`src/rtl/ams_pkg.sv`:
```
// ----------------------------------------------------------------------------
// ams_pkg: shared types and codes of the accumulator machine
// Holds the function codes of the request channel, the opcode set and the
// structs that pass between the sequencer and the execute unit.
// ----------------------------------------------------------------------------
package ams_pkg;

   // Widths fixed by the request and result fields.
   localparam int unsigned PC_W   = 12;
   localparam int unsigned ACC_W  = 16;
   localparam int unsigned WORD_W = 17;
   localparam int unsigned CHAR_W = 8;
   localparam int unsigned FUNC_W = 3;
   localparam int unsigned OP_W   = 5;

   // Request function codes; the remaining codes do nothing.
   typedef enum logic [FUNC_W-1:0] {
      FUNC_WRITE     = 3'd0,
      FUNC_SET_PC    = 3'd1,
      FUNC_EXEC      = 3'd2,
      FUNC_IN_CHAR   = 3'd3,
      FUNC_OUT_TAKEN = 3'd4
   } func_type;

   // Instruction opcodes, bits 16..12 of an instruction word.
   typedef enum logic [OP_W-1:0] {
      OP_AND  = 5'd0,
      OP_ADD  = 5'd1,
      OP_LDA  = 5'd2,
      OP_STA  = 5'd3,
      OP_BUN  = 5'd4,
      OP_BSA  = 5'd5,
      OP_ISZ  = 5'd6,
      OP_OR   = 5'd7,
      OP_XOR  = 5'd8,
      OP_SUB  = 5'd9,
      OP_ILDA = 5'd10,
      OP_ISTA = 5'd11,
      OP_IBUN = 5'd12,
      OP_IADD = 5'd13,
      OP_CLA  = 5'd14,
      OP_CLE  = 5'd15,
      OP_CMA  = 5'd16,
      OP_CME  = 5'd17,
      OP_CIR  = 5'd18,
      OP_CIL  = 5'd19,
      OP_INC  = 5'd20,
      OP_SPA  = 5'd21,
      OP_SNA  = 5'd22,
      OP_SZA  = 5'd23,
      OP_SZE  = 5'd24,
      OP_HLT  = 5'd25,
      OP_INP  = 5'd26,
      OP_OUT  = 5'd27,
      OP_SKI  = 5'd28,
      OP_SKO  = 5'd29,
      OP_ION  = 5'd30,
      OP_IOF  = 5'd31
   } opcode_type;

   // Architectural registers seen by the execute unit.
   typedef struct packed {
      logic [ACC_W-1:0]  acc;
      logic              link;
      logic [PC_W-1:0]   pc;
      logic              ien;
      logic [CHAR_W-1:0] in_reg;
      logic              in_rdy;
      logic              out_rdy;
   } alu_ctx_type;

   // New register values and the store write of one instruction.
   typedef struct packed {
      logic [ACC_W-1:0] acc;
      logic             link;
      logic [PC_W-1:0]  pc;
      logic             ien;
      logic             halt;
      logic             in_rdy;
      logic             out_rdy;
      logic             out_emit;
      logic             mem_we;
      logic [ACC_W-1:0] mem_wdata;
   } alu_res_type;

endpackage

```
`src/rtl/ams_alu.sv`:
```
// ----------------------------------------------------------------------------
// ams_alu: instruction execute unit
// Works out the new registers, skip and store write of one decoded
// instruction from its opcode, operand and effective address.
// ----------------------------------------------------------------------------
module ams_alu (
   input  ams_pkg::opcode_type          op,
   input  logic [ams_pkg::ACC_W-1:0]    data,
   input  logic [ams_pkg::PC_W-1:0]     ea,
   input  ams_pkg::alu_ctx_type         ctx,
   output ams_pkg::alu_res_type         res
);

   import ams_pkg::*;

   logic [ACC_W:0]   sum;
   logic [ACC_W-1:0] data_inc;
   logic [PC_W-1:0]  pc_skip;

   assign sum      = {1'b0, ctx.acc} + {1'b0, data};
   assign data_inc = data + ACC_W'(1);
   assign pc_skip  = ctx.pc + PC_W'(1);

   // Opcode decode; register fields start from their old values, halt, out_emit and mem_we from zero.
   always_comb begin
      res.acc       = ctx.acc;
      res.link      = ctx.link;
      res.pc        = ctx.pc;
      res.ien       = ctx.ien;
      res.halt      = 1'b0;
      res.in_rdy    = ctx.in_rdy;
      res.out_rdy   = ctx.out_rdy;
      res.out_emit  = 1'b0;
      res.mem_we    = 1'b0;
      res.mem_wdata = ctx.acc;
      unique case (op)
         OP_AND:  res.acc = ctx.acc & data;
         OP_ADD, OP_IADD: begin
            res.acc  = sum[ACC_W-1:0];
            res.link = sum[ACC_W];
         end
         OP_LDA, OP_ILDA: res.acc = data;
         OP_STA, OP_ISTA: res.mem_we = 1'b1;
         OP_BUN, OP_IBUN: res.pc = ea;
         OP_BSA: begin
            res.mem_we    = 1'b1;
            res.mem_wdata = ACC_W'(ctx.pc);
            res.pc        = ea + PC_W'(1);
         end
         OP_ISZ: begin
            res.mem_we    = 1'b1;
            res.mem_wdata = data_inc;
            if (data_inc == '0) begin
               res.pc = pc_skip;
            end
         end
         OP_OR:   res.acc = ctx.acc | data;
         OP_XOR:  res.acc = ctx.acc ^ data;
         OP_SUB:  res.acc = ctx.acc - data;
         OP_CLA:  res.acc = '0;
         OP_CLE:  res.link = 1'b0;
         OP_CMA:  res.acc = ~ctx.acc;
         OP_CME:  res.link = ~ctx.link;
         // Rotates run over the 17 bits E:AC.
         OP_CIR: begin
            res.acc  = {ctx.link, ctx.acc[ACC_W-1:1]};
            res.link = ctx.acc[0];
         end
         OP_CIL: begin
            res.acc  = {ctx.acc[ACC_W-2:0], ctx.link};
            res.link = ctx.acc[ACC_W-1];
         end
         OP_INC:  res.acc = ctx.acc + ACC_W'(1);
         OP_SPA:  if (!ctx.acc[ACC_W-1]) res.pc = pc_skip;
         OP_SNA:  if (ctx.acc[ACC_W-1]) res.pc = pc_skip;
         OP_SZA:  if (ctx.acc == '0) res.pc = pc_skip;
         OP_SZE:  if (!ctx.link) res.pc = pc_skip;
         OP_HLT:  res.halt = 1'b1;
         OP_INP: begin
            res.acc    = ACC_W'(ctx.in_reg);
            res.in_rdy = 1'b0;
         end
         OP_OUT: begin
            res.out_emit = 1'b1;
            res.out_rdy  = 1'b0;
         end
         OP_SKI:  if (ctx.in_rdy) res.pc = pc_skip;
         OP_SKO:  if (ctx.out_rdy) res.pc = pc_skip;
         OP_ION:  res.ien = 1'b1;
         OP_IOF:  res.ien = 1'b0;
         default: res.ien = ctx.ien;
      endcase
   end

endmodule

```
`config.mk`:
```
export PLATFORM = sky130hd
export DESIGN_NAME = ams_alu
export DESIGN_NICKNAME = d
export VERILOG_FILES = /design/src/rtl/ams_pkg.sv /design/src/rtl/ams_alu.sv
export SDC_FILE = /design/constraint.sdc
export NUM_CORES = 1
export LEC_CHECK = 0
export CAP_MARGIN = 10
export CORE_MARGIN = 2
export CORE_UTILIZATION = 40
export DETAILED_ROUTE_END_ITERATION = 8
export DONT_BUFFER_PORTS = 1
export PLACE_DENSITY_LB_ADDON = 0.12
export SLEW_MARGIN = 25
export SYNTH_ARGS = -nofsm -noshare
export SYNTH_HDL_FRONTEND = slang
export SYNTH_SLANG_ARGS = --single-unit
export TNS_END_PERCENT = 10
```
`constraint.sdc`:
```
create_clock -name vclk -period 4.6
set_input_delay 0.46 -clock vclk [all_inputs]
set_output_delay 0.46 -clock vclk [all_outputs]
set_load 0.05 [all_outputs]
```
==> metrics.json, run 1 <==
{
  "result_of_the_run": "completed",
  "floorplan.initialDensity_pct": 40.4,
  "power.combinational.fraction_pct": 100.0,
  "antenna_violating_nets_left": 0,
  "drt-wirelength-per-cell_um": 24.5,
  "post-route-period-util_pct": 89.3,
  "worst-path-max-fanout": 9,
  "max_slew_margin_pct": 26.3,
  "yosysWarnings": 0,
  "die_w_um": 125,
  "crit_chain": "ha_1 -> fa_1 -> a211o_1 -> a2111oi_2 -> nor3_1 -> o21ai_0 -> nand2_1 -> or4b_2 -> a41oi_1 -> buf_4",
  "hold_class": "in -> out",
  "power.sequential.fraction_pct": 0,
  "crit_path_top_delay_cell": "sky130_fd_sc_hd__or4b_2",
  "logic_depth_of_the_worst_path_buffers_included": 10,
  "final_core_utilization_pct": 42.5,
  "i_o_pin_count": 124,
  "critical_path.max_stage_delay_ns": 0.62,
  "synth_area_um2": 5810,
  "numSequentialCells": 0,
  "timing.critical_path.arrival_ns": 3.65,
  "route.final.wire_length_mm": 26.2,
  "fmax_mhz": 243,
  "mappedNetlistNets": 1034,
  "worst_setup_path_type": "in -> out",
  "internal_power_uw": 261,
  "drt_first_iter_violations": 819,
  "standby_leakage_power_nw": 2.41,
  "worst_pin_slew_ns": 1.10,
  "timing_hold_violations_final": 0,
  "ranking_of_synthesized_cells_by_area": "sky130_fd_sc_hd__ha_1 (11%), sky130_fd_sc_hd__nor2_1 (6.8%), sky130_fd_sc_hd__xnor2_1 (5.7%)",
  "place.detailed.instances": 1067,
  "synth_largest_area_cell": "sky130_fd_sc_hd__ha_1",
  "grt_max_degree": 34,
  "setup-violations-final": 0,
  "buffering_stage_count_on_the_worst_path_with_inverters_included": 1,
  "grt_pass1_vias": 7010,
  "power_dens_cells_nw_per_um2": 126,
  "globalRoute.totalOverflow": 0,
  "placeableCoreArea_um2": 14400,
  "chipHeight_um": 125,
  "synth_largest_type_area_fraction_pct": 11.2,
  "worst_path_dominant_cell_family": "compound AO/OA/AOI/OAI gates",
  "power.ir.vdd_worst_mv": 0.0673,
  "netSwitchingPower_uw": 509,
  "globalplace.congestion": 0.995,
  "timing.critical_path.to_type": "output pin",
  "yosysUniqueCellTypes": 83,
  "cts_hold_repair.buffers": 0,
  "antenna_cells_inserted": 0,
  "fp-row-count": 44,
  "layout_cell_share_with_drive_strength_beyond_1_pct": 8.04,
  "hold_depth": 1,
  "grt_antenna_before_repair": 0,
  "leading_cell_types_in_the_layout_fill_and_taps_excluded": "sky130_fd_sc_hd__nor2_1 (106), sky130_fd_sc_hd__nand2_1 (65), sky130_fd_sc_hd__a21oi_1 (62)",
  "grt.total_usage_pct": 31.5,
  "io_buffers": 0,
  "layout.cells.most_common": "sky130_fd_sc_hd__nor2_1",
  "critical_path_required_ns": 4.14,
  "final.min_clock_period_ns": 4.11,
  "design_power_total_uw": 770,
  "layout.nets": 1012,
  "finalMaxSlewViolations": 0,
  "detail_route.vias_per_cell": 7.04,
  "total_negative_setup_slack_ns": 0,
  "layout_area_overhead_pct": 5.15,
  "clkbuf_count": 0,
  "rsz0062_at_grt": "false",
  "final_cell_count_no_fill": 1067,
  "fillers": 1577,
  "cts_post_setup_buffers_inserted": 0,
  "startpoint_type": "input pin",
  "power.switching_fraction_pct": 66.1,
  "yosysSeqAreaShare_pct": 0,
  "dpl.hpwl_mm": 20.2,
  "dieArea_um2": 15500,
  "detailed_route_via_count": 7517,
  "total_area_of_multi_input_combinational_cells_um2": 5400,
  "syn-instance-count": 907,
  "power.clock.fraction_pct": 0,
  "grt_pass1_wl_mm": 40.2,
  "seq_area_um2": 0,
  "detailed_routing_iterations_pass_1": 6,
  "max_cap_violations": 0,
  "route.detailed.drc": 0,
  "cts_repair_resize_count": 0,
  "synth.avg_cell_area_um2": 6.41
}
==> power by group through the flow <==
stage / clock network [mW] / registers (mW) / logic [mW]
2_1_floorplan: 0 / 0 / 0.609
3_3_place_gp: 0 / 0 / 0.750
3_5_place_dp: 0 / 0 / 0.755
4_1_cts: 0 / 0 / 0.759
5_1_grt: 0 / 0 / 0.824
6_report: 0 / 0 / 0.770
==> kinds of logic (layout without fill, tap and decap cells) <==
logic type | count (synthesis) | in the layout | synth area share, %
simple gates | 357 | 357 | 31.4
compound gates | 327 | 327 | 40.2
buf+inv | 113 | 89 | 7.86
fa+ha+maj | 54 | 54 | 11.9
xor+xnor | 45 | 45 | 6.78
mux | 11 | 11 | 1.94
==> path summary, 6_finish.rpt <==
kind,endpoint,slack (ns),start
max,res[49],0.49,data[0]
min,res[16],1.10,op[4]
==> synthesized netlist by cell type (6+ instances only) <==
library cell / instances
sky130_fd_sc_hd__nor2b_1: 16
sky130_fd_sc_hd__a31oi_1: 12
sky130_fd_sc_hd__or3_1: 8
sky130_fd_sc_hd__o211ai_1: 8
sky130_fd_sc_hd__inv_1: 50
sky130_fd_sc_hd__o31ai_1: 7
sky130_fd_sc_hd__mux2i_1: 9
sky130_fd_sc_hd__o2111ai_1: 7
sky130_fd_sc_hd__ha_1: 52
sky130_fd_sc_hd__o22ai_1: 10
sky130_fd_sc_hd__a41oi_1: 6
sky130_fd_sc_hd__a21o_1: 10
sky130_fd_sc_hd__nand4_1: 12
sky130_fd_sc_hd__and3_1: 18
sky130_fd_sc_hd__a211oi_1: 21
sky130_fd_sc_hd__xnor2_1: 38
sky130_fd_sc_hd__or2_2: 6
sky130_fd_sc_hd__nor4_1: 17
sky130_fd_sc_hd__clkbuf_1: 46
sky130_fd_sc_hd__nor2_1: 106
sky130_fd_sc_hd__xor2_1: 7
sky130_fd_sc_hd__buf_2: 11
sky130_fd_sc_hd__nand2b_1: 9
sky130_fd_sc_hd__a22oi_1: 13
sky130_fd_sc_hd__nand2_1: 65
sky130_fd_sc_hd__a221o_1: 8
sky130_fd_sc_hd__a21oi_1: 62
sky130_fd_sc_hd__nand3_1: 32
sky130_fd_sc_hd__o21ai_0: 58
sky130_fd_sc_hd__o221ai_1: 7
sky130_fd_sc_hd__a221oi_1: 19
sky130_fd_sc_hd__and4_1: 9
sky130_fd_sc_hd__o21a_1: 10
sky130_fd_sc_hd__nor3_1: 28
==> metrics by stage <==
step / hold WS (ns) / instance area [µm²] / worst slack, ns
after floorplan: 1.19 / 5810 / 0.115
after global placement: 1.10 / 6110 / 0.536
after detailed placement: 1.10 / 6110 / 0.518
after CTS: 1.10 / 6110 / 0.506
after global routing: 1.11 / 6110 / 0.319
final: 1.10 / 6110 / 0.491
==> area by class of cell <==
| cell class | instances | share of cell area [%] |
|---|---|---|
| well taps | 184 | 3.77 |
| repair buffers | 39 | 4.79 |
| multi-input cells | 794 | 88.4 |
| inverters | 50 | 3.07 |
==> layer usage <==
metal	global-route usage, %	routed length [µm]	share of wire, %
met4	6.74	545	2.1
met1	45.3	11300	43
met5	0	0	0
met3	5.80	2930	11
met2	48.9	11400	44
(Power assumes the default switching activity.)
==> run 2: changes to the inputs <==
CORE_UTILIZATION = 50   (was 40)
MAX_ROUTING_LAYER = met4   (was default)
==> metrics.json, run 2 (same netlist as run 1, synthesis figures left out) <==
{
  "result_of_the_run": "completed",
  "drt-wirelength-per-cell_um": 23.9,
  "dieArea_um2": 12500,
  "grt_antenna_before_repair": 0,
  "worst_min_path_start": "op[4]",
  "max_cap_violations": 0,
  "layout_area_overhead_pct": 5.28,
  "total_negative_setup_slack_ns": 0,
  "route.final.wire_length_mm": 24.7,
  "worst-path-max-fanout": 33,
  "io_buffers": 0,
  "fmax_mhz": 240,
  "antenna_cells_inserted": 0,
  "cts_post_setup_buffers_inserted": 0,
  "die_w_um": 112,
  "critical_path.max_stage_delay_ns": 0.50,
  "fp-row-count": 39,
  "layout.nets": 1018,
  "fillers": 1180,
  "finalMaxSlewViolations": 0,
  "detailed_routing_iterations_pass_1": 5,
  "placeableCoreArea_um2": 11400,
  "layout.cells.most_common": "sky130_fd_sc_hd__nor2_1",
  "grt.total_usage_pct": 38.4,
  "timing_hold_violations_final": 0,
  "clkbuf_count": 0,
  "post-route-period-util_pct": 90.4,
  "dpl.hpwl_mm": 19.0,
  "final_cell_count_no_fill": 1032,
  "buffering_stage_count_on_the_worst_path_with_inverters_included": 2,
  "i_o_pin_count": 124,
  "drt_first_iter_violations": 1014,
  "leading_cell_types_in_the_layout_fill_and_taps_excluded": "sky130_fd_sc_hd__nor2_1 (105), sky130_fd_sc_hd__nand2_1 (65), sky130_fd_sc_hd__a21oi_1 (62)",
  "grt_pass1_wl_mm": 38.5,
  "detail_route.vias_per_cell": 7.35,
  "final.min_clock_period_ns": 4.16,
  "rsz0062_at_grt": "false",
  "cts_repair_resize_count": 0,
  "grt_max_degree": 34,
  "post-place-ws_ns": 0.516,
  "final_core_utilization_pct": 53.8,
  "place.detailed.instances": 1032,
  "whs_ns": 1.10,
  "route.detailed.drc": 0,
  "setup-violations-final": 0,
  "floorplan.initialDensity_pct": 51.1,
  "worst_path_dominant_cell_family": "compound AO/OA/AOI/OAI gates",
  "worst_setup_path_type": "in -> out",
  "standby_leakage_power_nw": 2.44,
  "hold_depth": 1,
  "globalplace.congestion": 1.06,
  "place_area_um2": 6110,
  "detailed_route_via_count": 7588,
  "seq_area_um2": 0,
  "crit_path_top_delay_cell": "sky130_fd_sc_hd__or3b_1",
  "globalRoute.totalOverflow": 0,
  "power_dens_cells_nw_per_um2": 126,
  "max_slew_margin_pct": 28.4,
  "chipHeight_um": 112,
  "grt_pass1_vias": 7162,
  "crit_chain": "or3b_1 -> nor2_1 -> buf_4 -> nor2_1 -> ha_1 -> o21a_1 -> o31a_1 -> o41a_1 -> a311oi_1 -> xnor2_1 -> a221oi_1 -> a21oi_1 -> buf_4",
  "layout_cell_share_with_drive_strength_beyond_1_pct": 9.00,
  "timing.critical_path.arrival_ns": 3.70,
  "critical_path_required_ns": 4.14,
  "cts_hold_repair.buffers": 0,
  "design_power_total_uw": 768,
  "hold_class": "in -> out",
  "setup_ws_ns": 0.440,
  "power.ir.vdd_worst_mv": 0.0834,
  "logic_depth_of_the_worst_path_buffers_included": 13,
  "worst_pin_slew_ns": 1.08,
  "timing.critical_path.to_type": "output pin",
  "layout.cell_area.non_filler_um2": 6120,
  "startpoint_type": "input pin",
  "antenna_violating_nets_left": 0,
  "worst_setup_path_startpoint": "op[0]",
  "numSequentialCells": 0
}
## run 2: worst paths after layout
path,endpoint,slack [ns]
min,res[16],1.10
max,res[47],0.44
## run 2: area by class of cell
| type | count | area, µm² | share of cell area (%) |
|---|---|---|---|
| Timing Repair Buffer | 45 | 338 | 5.52 |
| Multi-Input combinational cell | 794 | 5410 | 88.5 |
| Tap cell | 143 | 179 | 2.92 |
| Inverter | 50 | 188 | 3.07 |
## run 2: metal layers
metal | wire (µm) | share of wire, % | GRT usage, % | vias to the layer above
li1 | - | - | - | 3448
met1 | 9490 | 38 | 47.8 | 3540
met2 | 11600 | 47 | 62.4 | 516
met3 | 2670 | 11 | 5.77 | 84
met4 | 922 | 3.7 | 15.7 | 0
met5 | 0 | 0 | - | -
## run 2: power by group
part           internal, mW  switching [mW]
clock                     0               0
combinational         0.266           0.502
sequential                0               0
total                 0.266           0.502
